## config.mk

```make
export PLATFORM = sky130hd
export DESIGN_NAME = mf3_queue
export DESIGN_NICKNAME = d
export VERILOG_FILES = /design/src/sv/mf3_pkg.sv /design/src/sv/mf3_queue.sv
export VERILOG_INCLUDE_DIRS = /design/src /design/src/sv
export SDC_FILE = /design/constraint.sdc
export NUM_CORES = 1
export LEC_CHECK = 0
export ABC_CLOCK_PERIOD_IN_PS = 2500
export BUFFER_PORTS_ARGS = -buffer_cell sky130_fd_sc_hd__buf_2
export CAP_MARGIN = 20
export CORE_ASPECT_RATIO = 0.8
export CORE_MARGIN = 2
export CORE_UTILIZATION = 50
export CTS_BUF_LIST = sky130_fd_sc_hd__clkbuf_8
export CTS_CLUSTER_DIAMETER = 50
export DETAILED_ROUTE_END_ITERATION = 16
export PLACE_DENSITY = 0.71
export SYNTH_ARGS = -nofsm -noshare
export SYNTH_HDL_FRONTEND = slang
export SYNTH_SLANG_ARGS = --single-unit
```

## constraint.sdc

```tcl
create_clock -name clock -period 2.5 [get_ports clock]
set_clock_uncertainty 0.15 [all_clocks]
set_input_delay 0.5 -clock clock [delete_from_list [all_inputs] [get_ports clock]]
set_output_delay 0.5 -clock clock [all_outputs]
set_load 0.05 [all_outputs]
```

## src/sv/assert_macros.svh

```systemverilog
// Assertion macros shared by the median filter RTL.
// Both macros use clock from the including module; MF3_ASSERT also reset.
`ifndef ASSERT_MACROS_SVH
`define ASSERT_MACROS_SVH

// Clocked check, switched off while reset is high.
`define MF3_ASSERT(label, prop, msg) \
   label: assert property (@(posedge clock) disable iff (reset) prop) else $error(msg);

// Clocked check that also holds during reset.
`define MF3_ASSERT_ALWAYS(label, prop, msg) \
   label: assert property (@(posedge clock) prop) else $error(msg);

`endif

```

## src/sv/mf3_pkg.sv

```systemverilog
// Shared types and constants for the 3x3 median filter.
// No dependencies; used by all mf3_* modules and the top level.
`timescale 1ns / 1ps

package mf3_pkg;

   localparam int PIXEL_W       = 8;
   localparam int ROW_W         = 13;
   localparam int FRAME_WIDTH_W = 11;
   localparam int CSR_DATA_W    = 13;
   localparam int CSR_INDEX_W   = 2;

   // Register indexes on the csr port
   localparam logic [CSR_INDEX_W-1:0] CSR_FRAME_WIDTH  = 2'd0;
   localparam logic [CSR_INDEX_W-1:0] CSR_FRAME_HEIGHT = 2'd1;

   // Input item kinds
   localparam logic ACTION_PIXEL = 1'b0;
   localparam logic ACTION_FLUSH = 1'b1;

   localparam int MIN_SIZE           = 3;
   localparam int MAX_HEIGHT         = 4096;
   localparam int FRAME_WIDTH_RESET  = 640;
   localparam int FRAME_HEIGHT_RESET = 480;

   localparam int QUEUE_DEPTH = 4;

   typedef logic [PIXEL_W-1:0] pixel_type;

   // Per-item control carried from the front to the back
   typedef struct packed {
      logic emit;      // item completes a center
      logic top_ok;    // row above the center is inside the image
      logic bot_ok;    // row below the center is inside the image
      logic left_ok;   // column left of the center is inside the image
      logic right_ok;  // column right of the center is inside the image
      logic last;      // final center of the frame
   } mf3_flags_type;

endpackage

```

## src/sv/mf3_queue.sv

```systemverilog
// Small FIFO between the front and back halves of the median filter.
// Depends on mf3_pkg for its depth and on assert_macros.svh.
`timescale 1ns / 1ps
`include "assert_macros.svh"

module mf3_queue #(
   parameter int DATA_W = 8
) (
   input  logic              clock,
   input  logic              reset,
   input  logic              push,
   input  logic [DATA_W-1:0] push_data,
   output logic              full,
   input  logic              pop,
   output logic              pop_valid,
   output logic [DATA_W-1:0] pop_data
);

   localparam int DEPTH = mf3_pkg::QUEUE_DEPTH;
   localparam int PW    = $clog2(DEPTH);
   localparam int CW    = $clog2(DEPTH + 1);

   logic [DATA_W-1:0] entry_ff [DEPTH];
   logic [PW-1:0]     wr_ptr_ff, wr_ptr_in;
   logic [PW-1:0]     rd_ptr_ff, rd_ptr_in;
   logic [CW-1:0]     count_ff, count_in;

   always_comb begin
      full      = (count_ff == CW'(DEPTH));
      pop_valid = (count_ff != '0);
      pop_data  = entry_ff[rd_ptr_ff];

      wr_ptr_in = push ? wr_ptr_ff + PW'(1) : wr_ptr_ff;
      rd_ptr_in = pop ? rd_ptr_ff + PW'(1) : rd_ptr_ff;
      count_in  = count_ff;
      if (push && !pop) begin
         count_in = count_ff + CW'(1);
      end else if (pop && !push) begin
         count_in = count_ff - CW'(1);
      end
   end

   always_ff @(posedge clock) begin
      if (reset) begin
         wr_ptr_ff <= '0;
         rd_ptr_ff <= '0;
         count_ff  <= '0;
      end else begin
         wr_ptr_ff <= wr_ptr_in;
         rd_ptr_ff <= rd_ptr_in;
         count_ff  <= count_in;
      end
   end

   always_ff @(posedge clock) begin
      if (push) begin
         entry_ff[wr_ptr_ff] <= push_data;
      end
   end

   `MF3_ASSERT(a_q_no_overflow, push |-> (count_ff < CW'(DEPTH) || pop), "push into a full queue")
   `MF3_ASSERT(a_q_no_underflow, pop |-> (count_ff != '0), "pop from an empty queue")

endmodule

```

==> results.tsv <==
metric	value	unit
switching_share	25.12	%
crit_cells	3	
ios	22	
yosysUniqueCellTypes	19	
grt_use_met1	18.16	%
power.clock.fraction	33.4	%
gr-usage-met3	6.790	%
finalCriticalPeriod	2.203	ns
critical_path.slowest_cell	mux4_2	
timing.rr.start	count_ff[0]	
worstPathCellList	buf_4 -> mux4_2 -> buf_2	
reg2regPathDepth	4	
clkSlewWorstSetupHoldPaths	0.07	ns
drtPass1Iterations	4	
avgSynthCellArea	18.46	um2
critPathMaxStageDelay	0.53	ns
antenna_found_initial	0	
dp_hpwl	1595	um
final_nets	130	
vias	770	
leakage	0.6835	nW
viasPerCell	5.033	
power_frac_seq	50.6	%
cp_top_family	multiplexers	
hold_path.class	input pin to register	
io_buffers	21	
timing.fmax	454.0	MHz
rows	18	
drt_iter0_drc	28	
switchingPower	0.3987	mW
wl_per_cell	14.44	um
gr-total-overflow	0	
start_kind	register	
dp_cells	145	
die_area	3645	um2
ir_drop	0.4880	mV
powerDensity	857.7	nW/um2
worst_pin_slew	0.4584	ns
finalCritPeriodShare	88.12	%
worstSkewPairLatency	0.28	ns
cts-resized-gates	0	
postRouteAntennaNets	0	
cts_buffer_depth	2	
synth_edf_count	32	
yosysWarnings	0	
cp.buffers_inverters	2	
route.detailed.drc	0	
area_growth	16.55	%
intPower	1.188	mW
path_max_fanout	8	
power_frac_comb	16.0	%
synth_nets	104	
synth_cells	86	
r2r-end	count_ff[2]	
max-slew-margin-rel	69.44	%
status	finished clean	
final_common_cell	edfxtp_1	
core_area	3063	um2
first_global_vias	773	
die_h	54.40	um
critPathKind	register to output pin	
die_x	67.01	um
grtUsageMet2	22.94	%
cts_hold_buf	0	
endpoint	pop_data[2]	
syn_area	1588	um2
arrival	1.55	ns
final_cells	153	
hold_viol_final	0	
start_util	51.84	%
synth_ff_type	edfxtp_1	
rsz0062_at_grt	false	
antennaDiodeCount	0	
place_congestion	0.7043	
grt_pass1_wl	3505	um
tns	0	ns
track_usage	14.50	%
cts_root_buf	clkbuf_8	
cts.sinks	41	
htreeDepth	2	
cts_setup_buffers	0	
drive_gt1_share	33.63	%
r2r_slack	0.85	ns
ys_seq_area_share	71.87	%
numCtsBuffers	5	
end_kind	output pin	
grt_max_degree	14	
finalSetupViolCount	0	
ys_ff_latch	41	
drv_slew	0	
busiest_layer	met2	
synth-async-reset-ratio	0	%
drt-total-wl	2209	um
maxCapViolCount	0	
cts_tree	done	
final_cell_mix	32 x edfxtp_1, 21 x buf_2, 9 x dfxtp_1	
cp.required	1.85	ns
==> metal layers <==
| metal | up-vias | wire [um] | share of wire (%) |
|---|---|---|---|
| met5 | - | 0 | 0 |
| met1 | 375 | 944 | 43 |
| met4 | 0 | 23 | 1.0 |
| met2 | 20 | 1110 | 50 |
| met3 | 3 | 130 | 5.9 |
| li1 | 372 | - | - |
==> Yosys cell counts (2+ instances only) <==
master    number  share of area (%)
nor2_1         7                1.7
ha_1           5                3.9
xor2_1         3                1.7
and2_1         4                1.6
inv_1          4               0.95
mux4_2         8                 11
edfxtp_1      32                 61
dfxtp_1        9                 11
mux2i_1        2                1.3
or3_1          2               0.79
xnor2_1        2                1.1
==> registers in the layout, summed over array words and instances (netlist names), named ones only <==
register   flops
entry_ff      32
count_ff       3
rd_ptr_ff      2
wr_ptr_ff      2
==> through the flow <==
stage / power [mW] / utilization (%) / hold slack [ns] / area, um2 / worst slack [ns]
floorplan: 1.015 / - / 0.3114 / 1588 / 0.3529
global placement: 1.066 / 56.50 / 0.3226 / 1730 / 0.4267
detailed placement: 1.077 / 56.50 / 0.3478 / 1730 / 0.3531
CTS: 1.613 / 60.42 / 0.2632 / 1851 / 0.2702
global route: 1.657 / 60.42 / 0.2697 / 1851 / 0.2194
finish: 1.587 / 60.42 / 0.2747 / 1851 / 0.2971
==> power groups by stage <==
| stage | Combinational [mW] | Sequential (mW) | Clock, mW |
|---|---|---|---|
| after floorplan | 0.207 | 0.809 | 0 |
| after global placement | 0.251 | 0.815 | 0 |
| after detailed placement | 0.258 | 0.818 | 0 |
| after CTS | 0.258 | 0.803 | 0.552 |
| after global routing | 0.274 | 0.807 | 0.576 |
| final | 0.255 | 0.803 | 0.530 |
==> logic make-up after synthesis <==
group / Yosys count / share of synthesized area, %
xor gates and xnor gates: 5 / 2.759
AOI/OAI and AO/OA: 2 / 0.6298
adders and majority gates: 6 / 5.201
buffers and inverters: 7 / 2.206
and+or+nand+nor: 15 / 4.728
DFF: 41 / 71.87
muxes: 10 / 12.61
==> area by class of cell <==
cell class,count,area (um2)
sequential,41,1141
inverter,4,15.01
tap,40,50.05
clock buffer,6,82.58
fill,241,1212
timing repair buffer,22,112.6
clock inverter,2,37.54
multi-input combinational,38,411.6
==> worst min path at each step <==
stage | slack (ns) | cells past startpoint | to | from
after floorplan | 0.31 | 2 | count_ff[2] | count_ff[2]
after global placement | 0.32 | 2 | count_ff[2] | count_ff[2]
after detailed placement | 0.35 | 2 | count_ff[2] | count_ff[2]
after CTS | 0.26 | 1 | entry_ff[2][6] | push_data[6]
after global routing | 0.27 | 1 | entry_ff[2][6] | push_data[6]
final | 0.27 | 1 | entry_ff[1][6] | push_data[6]
==> worst register-to-register path: stages, from the launching register on <==
cell     delay [ns]
dfxtp_1        0.36
fa_1           0.45
xor2_1         0.18
or3_1          0.30
a21oi_1        0.15
No activity file was read; power rests on OpenSTA's default activity.
