===== src/sv/assert_macros.svh =====
// Assertion macros shared by the median filter RTL.
// Both macros use clock from the including module; MF3_ASSERT also reset.
`ifndef ASSERT_MACROS_SVH
`define ASSERT_MACROS_SVH

// Clocked check, switched off while reset is high.
`define MF3_ASSERT(label, prop, msg) \
   label: assert property (@(posedge clock) disable iff (reset) prop) else $error(msg);

// Clocked check that also holds during reset.
`define MF3_ASSERT_ALWAYS(label, prop, msg) \
   label: assert property (@(posedge clock) prop) else $error(msg);

`endif


===== src/sv/mf3_pkg.sv =====
// Shared types and constants for the 3x3 median filter.
// No dependencies; used by all mf3_* modules and the top level.
`timescale 1ns / 1ps

package mf3_pkg;

   localparam int PIXEL_W       = 8;
   localparam int ROW_W         = 13;
   localparam int FRAME_WIDTH_W = 11;
   localparam int CSR_DATA_W    = 13;
   localparam int CSR_INDEX_W   = 2;

   // Register indexes on the csr port
   localparam logic [CSR_INDEX_W-1:0] CSR_FRAME_WIDTH  = 2'd0;
   localparam logic [CSR_INDEX_W-1:0] CSR_FRAME_HEIGHT = 2'd1;

   // Input item kinds
   localparam logic ACTION_PIXEL = 1'b0;
   localparam logic ACTION_FLUSH = 1'b1;

   localparam int MIN_SIZE           = 3;
   localparam int MAX_HEIGHT         = 4096;
   localparam int FRAME_WIDTH_RESET  = 640;
   localparam int FRAME_HEIGHT_RESET = 480;

   localparam int QUEUE_DEPTH = 4;

   typedef logic [PIXEL_W-1:0] pixel_type;

   // Per-item control carried from the front to the back
   typedef struct packed {
      logic emit;      // item completes a center
      logic top_ok;    // row above the center is inside the image
      logic bot_ok;    // row below the center is inside the image
      logic left_ok;   // column left of the center is inside the image
      logic right_ok;  // column right of the center is inside the image
      logic last;      // final center of the frame
   } mf3_flags_type;

endpackage


===== src/sv/mf3_front.sv =====
// Front end of the median filter: frame geometry registers, raster counters
// and per-item classification. Depends on mf3_pkg and assert_macros.svh.
`timescale 1ns / 1ps
`include "assert_macros.svh"

module mf3_front #(
   parameter int MAX_WIDTH = 1024
) (
   input  logic                                    clock,
   input  logic                                    reset,
   input  logic                                    csr_write,
   input  logic [mf3_pkg::CSR_INDEX_W-1:0]         csr_index,
   input  logic [mf3_pkg::CSR_DATA_W-1:0]          csr_data,
   input  logic                                    accept,
   input  logic                                    action,
   input  mf3_pkg::pixel_type                      pixel,
   output logic                                    push_valid,
   output mf3_pkg::pixel_type                      push_pixel,
   output logic [$clog2(MAX_WIDTH)-1:0]            push_addr,
   output mf3_pkg::mf3_flags_type                  push_flags
);

   localparam int AW = $clog2(MAX_WIDTH);
   localparam int WW = $clog2(MAX_WIDTH + 1);
   localparam int RW = mf3_pkg::ROW_W;
   localparam int unsigned WIDTH_RST =
      (mf3_pkg::FRAME_WIDTH_RESET > MAX_WIDTH) ? MAX_WIDTH : mf3_pkg::FRAME_WIDTH_RESET;
   localparam int unsigned HEIGHT_RST = mf3_pkg::FRAME_HEIGHT_RESET;

   logic [AW-1:0] col_ff, col_in;
   logic [RW-1:0] row_ff, row_in;
   logic [WW-1:0] wm1_ff, wm1_in;   // effective width - 1
   logic [RW-1:0] hm1_ff, hm1_in;   // effective height - 1

   logic          is_flush;
   logic          ignore;
   logic          col_zero;
   logic          row_wrap;
   logic [RW-1:0] center_row;
   logic [WW-1:0] center_col;
   logic [31:0]   width_ext;
   logic [31:0]   height_ext;
   logic [31:0]   width_m1;
   logic [31:0]   height_m1;
   mf3_pkg::mf3_flags_type flags;

   always_comb begin
      is_flush = (action == mf3_pkg::ACTION_FLUSH);
      col_zero = (col_ff == '0);
      ignore   = is_flush && col_zero && (row_ff == '0);
      row_wrap = (WW'(col_ff) == wm1_ff);

      // Flushes and anything past the frame's last row shift in zero.
      push_pixel = (is_flush || (row_ff > hm1_ff)) ? '0 : pixel;
      push_addr  = col_ff;

      // At column zero the completed center is the end of the row before last.
      if (col_zero) begin
         center_row = row_ff - RW'(2);
         center_col = wm1_ff;
      end else begin
         center_row = row_ff - RW'(1);
         center_col = WW'(col_ff) - WW'(1);
      end

      flags.emit     = (row_ff >= RW'(2)) || ((row_ff == RW'(1)) && !col_zero);
      flags.top_ok   = (center_row != '0);
      flags.bot_ok   = (center_row != hm1_ff);
      flags.left_ok  = (center_col != '0);
      flags.right_ok = (center_col != wm1_ff);
      flags.last     = flags.emit && !flags.bot_ok && !flags.right_ok;

      push_flags = flags;
      push_valid = accept && !ignore;
   end

   // Geometry clamping and counter update
   always_comb begin
      width_ext  = 32'(csr_data[mf3_pkg::FRAME_WIDTH_W-1:0]);
      height_ext = 32'(csr_data);

      if (width_ext < 32'(mf3_pkg::MIN_SIZE)) begin
         width_m1 = 32'(mf3_pkg::MIN_SIZE - 1);
      end else if (width_ext > 32'(MAX_WIDTH)) begin
         width_m1 = 32'(MAX_WIDTH - 1);
      end else begin
         width_m1 = width_ext - 32'd1;
      end

      if (height_ext < 32'(mf3_pkg::MIN_SIZE)) begin
         height_m1 = 32'(mf3_pkg::MIN_SIZE - 1);
      end else if (height_ext > 32'(mf3_pkg::MAX_HEIGHT)) begin
         height_m1 = 32'(mf3_pkg::MAX_HEIGHT - 1);
      end else begin
         height_m1 = height_ext - 32'd1;
      end

      wm1_in = wm1_ff;
      hm1_in = hm1_ff;
      col_in = col_ff;
      row_in = row_ff;

      if (csr_write && (csr_index == mf3_pkg::CSR_FRAME_WIDTH ||
                        csr_index == mf3_pkg::CSR_FRAME_HEIGHT)) begin
         if (csr_index == mf3_pkg::CSR_FRAME_WIDTH) begin
            wm1_in = width_m1[WW-1:0];
         end else begin
            hm1_in = height_m1[RW-1:0];
         end
         col_in = '0;
         row_in = '0;
      end else if (push_valid) begin
         if (flags.last) begin
            col_in = '0;
            row_in = '0;
         end else if (row_wrap) begin
            col_in = '0;
            row_in = row_ff + RW'(1);
         end else begin
            col_in = col_ff + AW'(1);
         end
      end
   end

   always_ff @(posedge clock) begin
      if (reset) begin
         col_ff <= '0;
         row_ff <= '0;
         wm1_ff <= WW'(WIDTH_RST - 1);
         hm1_ff <= RW'(HEIGHT_RST - 1);
      end else begin
         col_ff <= col_in;
         row_ff <= row_in;
         wm1_ff <= wm1_in;
         hm1_ff <= hm1_in;
      end
   end

   `MF3_ASSERT(a_fe_col_range, WW'(col_ff) <= wm1_ff, "column counter past row end")
   `MF3_ASSERT(a_fe_restart,
      (push_valid && flags.last && !csr_write) |=> (col_ff == '0 && row_ff == '0),
      "frame did not restart after last center")

endmodule


===== config.mk =====
export PLATFORM = sky130hd
export DESIGN_NAME = mf3_front
export DESIGN_NICKNAME = d
export VERILOG_FILES = /design/src/sv/mf3_pkg.sv /design/src/sv/mf3_front.sv
export VERILOG_INCLUDE_DIRS = /design/src /design/src/sv
export SDC_FILE = /design/constraint.sdc
export NUM_CORES = 1
export LEC_CHECK = 0
export ABC_AREA = 1
export CAP_MARGIN = 20
export CORE_MARGIN = 4
export CORE_UTILIZATION = 30
export CTS_BUF_LIST = sky130_fd_sc_hd__clkbuf_2 sky130_fd_sc_hd__clkbuf_4 sky130_fd_sc_hd__clkbuf_8
export CTS_CLUSTER_DIAMETER = 120
export DETAILED_ROUTE_END_ITERATION = 10
export DONT_BUFFER_PORTS = 1
export RECOVER_POWER = 100
export SYNTH_ARGS = -nofsm -noshare
export SYNTH_HDL_FRONTEND = slang
export SYNTH_SLANG_ARGS = --single-unit

===== constraint.sdc =====
create_clock -name clock -period 2.29 [get_ports clock]
set_input_delay 0.3435 -clock clock [delete_from_list [all_inputs] [get_ports clock]]
set_output_delay 0.3435 -clock clock [all_outputs]
set_load 0.02 [all_outputs]

==> impl_metrics.yaml, run 1 <==
global_routing:
  antenna_found_initial: 0
  track_usage_pct: 17.9
  grt_overflow: 0
  grt_max_degree: 28
  grt_pass1_vias: 5133
  grt_pass1_wl_um: 25900
setup_path:
  path_cells: "inv_4, ha_4, nand2_4, buf_6, nor2_4, buf_6, nand2_8, nand3_1, nand2_1, nor2_2, nand3_2, nor2_4, nand3_4, clkinvlp_4"
  crit_family: "simple AND/OR/NAND/NOR gates"
  critPathCaptureType: "output port"
  worstPathMaxFanout: 6
  start_kind: "flip-flop"
  cp.arrival_ps: 2370
  worstSetupPathType: "flip-flop to output port"
  max_stage_delay_ps: 360
  cp_slowest_cell: "dfxtp_4"
  worst_ep_required_time_ps: 1950
  cp_num_buf_inv: 4
synthesis:
  synth_fp_nets: 858
  synth_area_leader_cell: "nand2_1"
  yosysUniqueCellTypes: 42
  ys_seq_area_share_pct: 19.7
  synth-seq-cells: 47
  syn-instance-count: 808
  netlist.area_leader.share_pct: 19.9
  ys_warn_count: 0
  synth_area_um2: 4780
  netlist_top_cells_area: "nand2_1 (20%), dfxtp_1 (20%), inv_1 (8.2%), nand3_1 (7.3%), nor2_1 (5.8%)"
  synth.avg_cell_area_um2: 5.92
floorplan:
  die-area_um2: 18000
  die_w_um: 134
  die_height_um: 134
  start_util_pct: 31.0
  core_um2: 15400
  rows: 45
  ios: 53
final_layout:
  layout_common_cells: "nand2_1 (220), buf_4 (133), inv_1 (95)"
  syn2layout_area_growth_pct: 41.2
  diodes: 0
  stdcell_count: 1165
  final_util_pct: 43.8
  nets: 1003
  drive_gt1_share_pct: 32.9
  layout_commonest_cell: "nand2_1"
routing:
  routed_via_density: 4.83
  wl_per_cell_um: 14.2
  vias: 5629
  drtPass1Iterations: 5
  drtIter0Drc: 395
  wirelength_um: 16500
  antenna_left: 0
  drc: 0
clock_tree:
  clk_pin_slew_ps: 80
  ctsRootBufferMaster: "clkbuf_8"
  cts_tree: "built"
  numCtsBuffers: 5
  hold_buffers: 0
  clockBufferDepth: 2
  cts_num_sinks: 47
  htreeDepth: 2
  clock_latency_ps: 330
pwr:
  power_density_nw_per_um2: 297
  p_total_mw: 2.00
  ir_drop_uv: 173
  leakagePower_nw: 3.35
status:
  status: "finished, violations left"
  violations: "negative setup slack"
run:
  cap_violations: 0
timing:
  rsz0062_at_grt: "yes"
  hold_viol_final: 0
  max_slew_margin_pct: 67.4
  hold_ws_ps: 75.9
  min_period_ps: 2710
  period_share_pct: 118
  setup_viol: 37
  worst_pin_slew_ps: 489
  slew_violations: 0
  timing.fmax_mhz: 369
  skew_ps: 6.63
  layout_setup_ws_ps: -420
placement:
  placed_cells: 1135
  portBuffers: 0
  place.gp.congestion: 0.930
  hpwl_um: 12900
min_path:
  worstHoldPathType: "input pin to flip-flop"
worst register-to-register path, cell delays in order (launching register included):
cell and delay (ps):
dfxtp_4 360, inv_4 60, ha_4 160, nand2_4 70
buf_6 130, nor2_4 180, buf_6 150, nand2_8 80
nand3_1 90, nand2_1 90, nor2_2 140, nand3_2 150
nor2_4 130, nand3_4 90, buf_4 150, buf_6 120
nand2_8 90, clkbuf_16 160, nand3_2 50, nand2_1 60
inv_1 40, nor2_1 80
cell type report:
type	instances	area, um2
fillers	1636	8670
multi-input cells	631	3740
repair buffers	155	1260
flip-flops and latches	47	965
inverters	113	433
well taps	211	264
clock buffers	7	83.8
clock inverters	1	5.00
cells by family after synthesis:
family	synth area share, %
flops	19.7
xor+xnor	4.58
compound gates	9.39
simple gates	48.9
buf+inv	11.7
fa+ha+maj	5.76
metal layers:
metal / track usage [%] / part of all wire, %
met2: 30.0 / 46
met4: 4.47 / 1.9
met5: 0 / 0
met3: 3.41 / 5.3
met1: 23.8 / 46
synthesized netlist by cell type (all sizes together):
library cell  number
a2111oi            1
nor4b              1
a211oi             2
xor2              19
buf               14
nand4             31
a21oi             39
clkbuf             6
clkinv             2
nand3             79
o21a               1
nor3              16
o211ai             4
nor4               4
a31oi              1
ha                22
inv              111
a22oi              2
o21ai             27
o32ai              2
nor2              96
o31ai              1
and2               1
nand2            268
dfxtp             47
nand3b             2
xnor2              6
and3               1
or2                2
power breakdown:
part	leakage, nW	internal [mW]	switching, mW
Sequential	0.387	0.836	0.0177
Combinational	2.92	0.259	0.357
Clock	0.0491	0.238	0.296
Total	3.35	1.33	0.671
final timing paths:
check | startpoint | end | slack [ps] | depth (start not counted)
worst max-delay path | push_addr[0] | push_flags[0] | -420 | 14
worst max register to register | push_addr[0] | row_ff[10] | -370 | 21
worst min-delay path | reset | hm1_ff[11] | 80 | 1
worst min register to register | hm1_ff[9] | hm1_ff[9] | 500 | 2
through the flow:
stage / TNS, ps / setup slack [ps] / instance area [um2]
floorplan: -278 / -78.7 / 4850
global placement: -3950 / -204 / 6000
detailed placement: -5060 / -226 / 6000
CTS: -9660 / -380 / 6500
global route: -15640 / -541 / 6750
finish: -11200 / -420 / 6750
state kept, by name, indices dropped and copies added (netlist names):
| name | flops |
|---|---|
| push_addr | 10 |
| row_ff | 13 |
| wm1_ff | 11 |
| hm1_ff | 13 |
timing repair:
item	4_1_cts	5_1_grt
gates resized for setup	72	57
setup endpoints to repair	38	38
pin swaps	32	20
gates cloned	3	1
buffers inserted	15	4
(Power assumes the default switching activity.)
==> run 2, diff against run 1 <==
CELL_PAD_IN_SITES_DETAIL_PLACEMENT = 1   (was default)
CELL_PAD_IN_SITES_GLOBAL_PLACEMENT = 2   (was default)
PLACE_DENSITY_LB_ADDON = 0.1   (was default)
==> run 2 against run 1 <==
The flow still finishes with violations (negative setup slack). Worst setup slack lost 120 ps. Sequential power is essentially flat. Highest routed layer unchanged. Power grew 5.8%.
==> impl_metrics.yaml, run 2 (synthesis results as in run 1) <==
status:
  status: "finished, violations left"
  violations: "negative setup slack"
setup_path:
  cp_slowest_cell: "dfxtp_4"
  r2r_slack_ps: -490
  reg2reg_depth: 22
  startpoint: "push_addr[1]"
  critPathCaptureType: "output port"
  path_cells: "inv_4, ha_4, nand2_4, buf_12, inv_4, nand2_4, buf_12, nor2_4, buf_4, nand2_1, nand3_1, nand3_2, nor2_4, nand3_4, clkinvlp_4, buf_12"
  worstSetupPathType: "flip-flop to output port"
  r2r-start: "push_addr[1]"
  crit_family: "simple AND/OR/NAND/NOR gates"
  regToRegEndpoint: "row_ff[3]"
  start_kind: "flip-flop"
  cp_num_buf_inv: 7
  worstPathMaxFanout: 4
  path_common_cell: "buf_12"
  worst_ep_required_time_ps: 1950
  crit_end: "push_flags[0]"
  crit_cells: 16
  max_stage_delay_ps: 370
  cp.arrival_ps: 2490
placement:
  portBuffers: 0
  hpwl_um: 16400
  post-place-ws_ps: -344
  placed_cells: 1139
  place.gp.congestion: 0.895
  placed_area_um2: 6060
routing:
  drtIter0Drc: 273
  wirelength_um: 20400
  vias: 5808
  routed_via_density: 4.91
  drtPass1Iterations: 5
  antenna_left: 0
  drc: 0
  wl_per_cell_um: 17.2
global_routing:
  antenna_found_initial: 0
  grt_max_degree: 25
  grt_pass1_vias: 6196
  grt_pass1_wl_um: 32600
  track_usage_pct: 22.8
  grt_overflow: 0
clock_tree:
  htreeDepth: 2
  ctsRootBufferMaster: "clkbuf_8"
  clock_latency_ps: 330
  hold_buffers: 0
  clockBufferDepth: 2
  clk_pin_slew_ps: 90
  cts_tree: "built"
  numCtsBuffers: 5
  cts_num_sinks: 47
floorplan:
  die_height_um: 134
  ios: 53
  rows: 45
  start_util_pct: 31.0
  core_um2: 15400
  die-area_um2: 18000
  die_w_um: 134
final_layout:
  stdcell_area_um2: 7030
  final_util_pct: 45.6
  stdcell_count: 1183
  syn2layout_area_growth_pct: 47.0
  reg.largest.list: "hm1_ff x13, row_ff x13, wm1_ff x11"
  nets: 1021
  layout_commonest_cell: "nand2_1"
  drive_gt1_share_pct: 34.8
  diodes: 0
  nFillCells: 2027
  layout_common_cells: "nand2_1 (207), buf_4 (140), inv_1 (100)"
min_path:
  hold_start: "reset"
  worstHoldPathType: "input pin to flip-flop"
timing:
  rsz0062_at_grt: "yes"
  hold_ws_ps: 90.1
  skew_ps: 18.6
  min_period_ps: 2830
  finalSetupTns_ps: -15580
  hold_viol_final: 0
  timing.fmax_mhz: 353
  layout_setup_ws_ps: -545
  worst_pin_slew_ps: 490
  slew_violations: 0
  setup_viol: 38
  max_slew_margin_pct: 67.3
  period_share_pct: 124
pwr:
  ir_drop_uv: 220
  power_density_nw_per_um2: 302
  p_total_mw: 2.12
  leakagePower_nw: 3.55
run:
  cap_violations: 0
-- run 2: changes by cell type in the layout (fill, tap and decap cells not counted), sizes merged --
cell    previous run  this run
buf              151       169
clkbuf            11        12
clkinv             3         2
-- run 2: power breakdown --
group / internal (mW) / total, mW / switching, mW
clock network: 0.288 / 0.586 / 0.298
logic: 0.292 / 0.682 / 0.390
registers: 0.833 / 0.852 / 0.0192
-- run 2: worst register-to-register path: stages (launching register included) --
cell and delay, ps:
dfxtp_4 370, inv_4 70, ha_4 160, nand2_4 70
buf_12 130, inv_4 50, nand2_4 70, buf_12 130
nor2_4 130, buf_4 140, nand2_1 80, nand3_1 140
nand3_2 120, nor2_4 190, nand3_4 120, buf_4 150
buf_6 120, nand2_8 90, buf_12 140, nand3_1 70
nand2_1 80, inv_1 40, nor2_1 80
-- run 2: timing repair --
| item | 4_1_cts | 5_1_grt |
|---|---|---|
| pin swaps | 29 | 36 |
| gates resized for setup | 100 | 52 |
| endpoints found under the setup margin | 38 | 38 |
| setup buffers | 25 | 11 |
| cloned | 4 | 0 |
-- run 2: layer usage --
metal	wire length (um)	part of all wire [%]	global-route usage, %	vias to the layer above
met4	419	2.1	5.71	0
met3	649	3.2	3.75	27
met1	9770	48	30.9	2773
met5	0	0	0	-
li1	-	-	-	2925
met2	9540	47	37.6	83
-- run 2: how the worst min path moves through the flow --
stage                       to  slack (ps)  cells after the start
floorplan           hm1_ff[12]         460                      2
global placement    wm1_ff[10]         420                      1
detailed placement   wm1_ff[7]         420                      1
CTS                  wm1_ff[7]          80                      1
global route        hm1_ff[11]          70                      1
finish               wm1_ff[7]          90                      1
-- run 2: layout make-up --
| class | count | area [um2] | area share [%] |
|---|---|---|---|
| multi-input cells | 631 | 3790 | 53.9 |
| repair buffers | 173 | 1470 | 20.9 |
| flip-flops and latches | 47 | 967 | 13.8 |
| inverters | 113 | 438 | 6.23 |
| well taps | 211 | 264 | 3.75 |
| clock buffers | 8 | 104 | 1.48 |
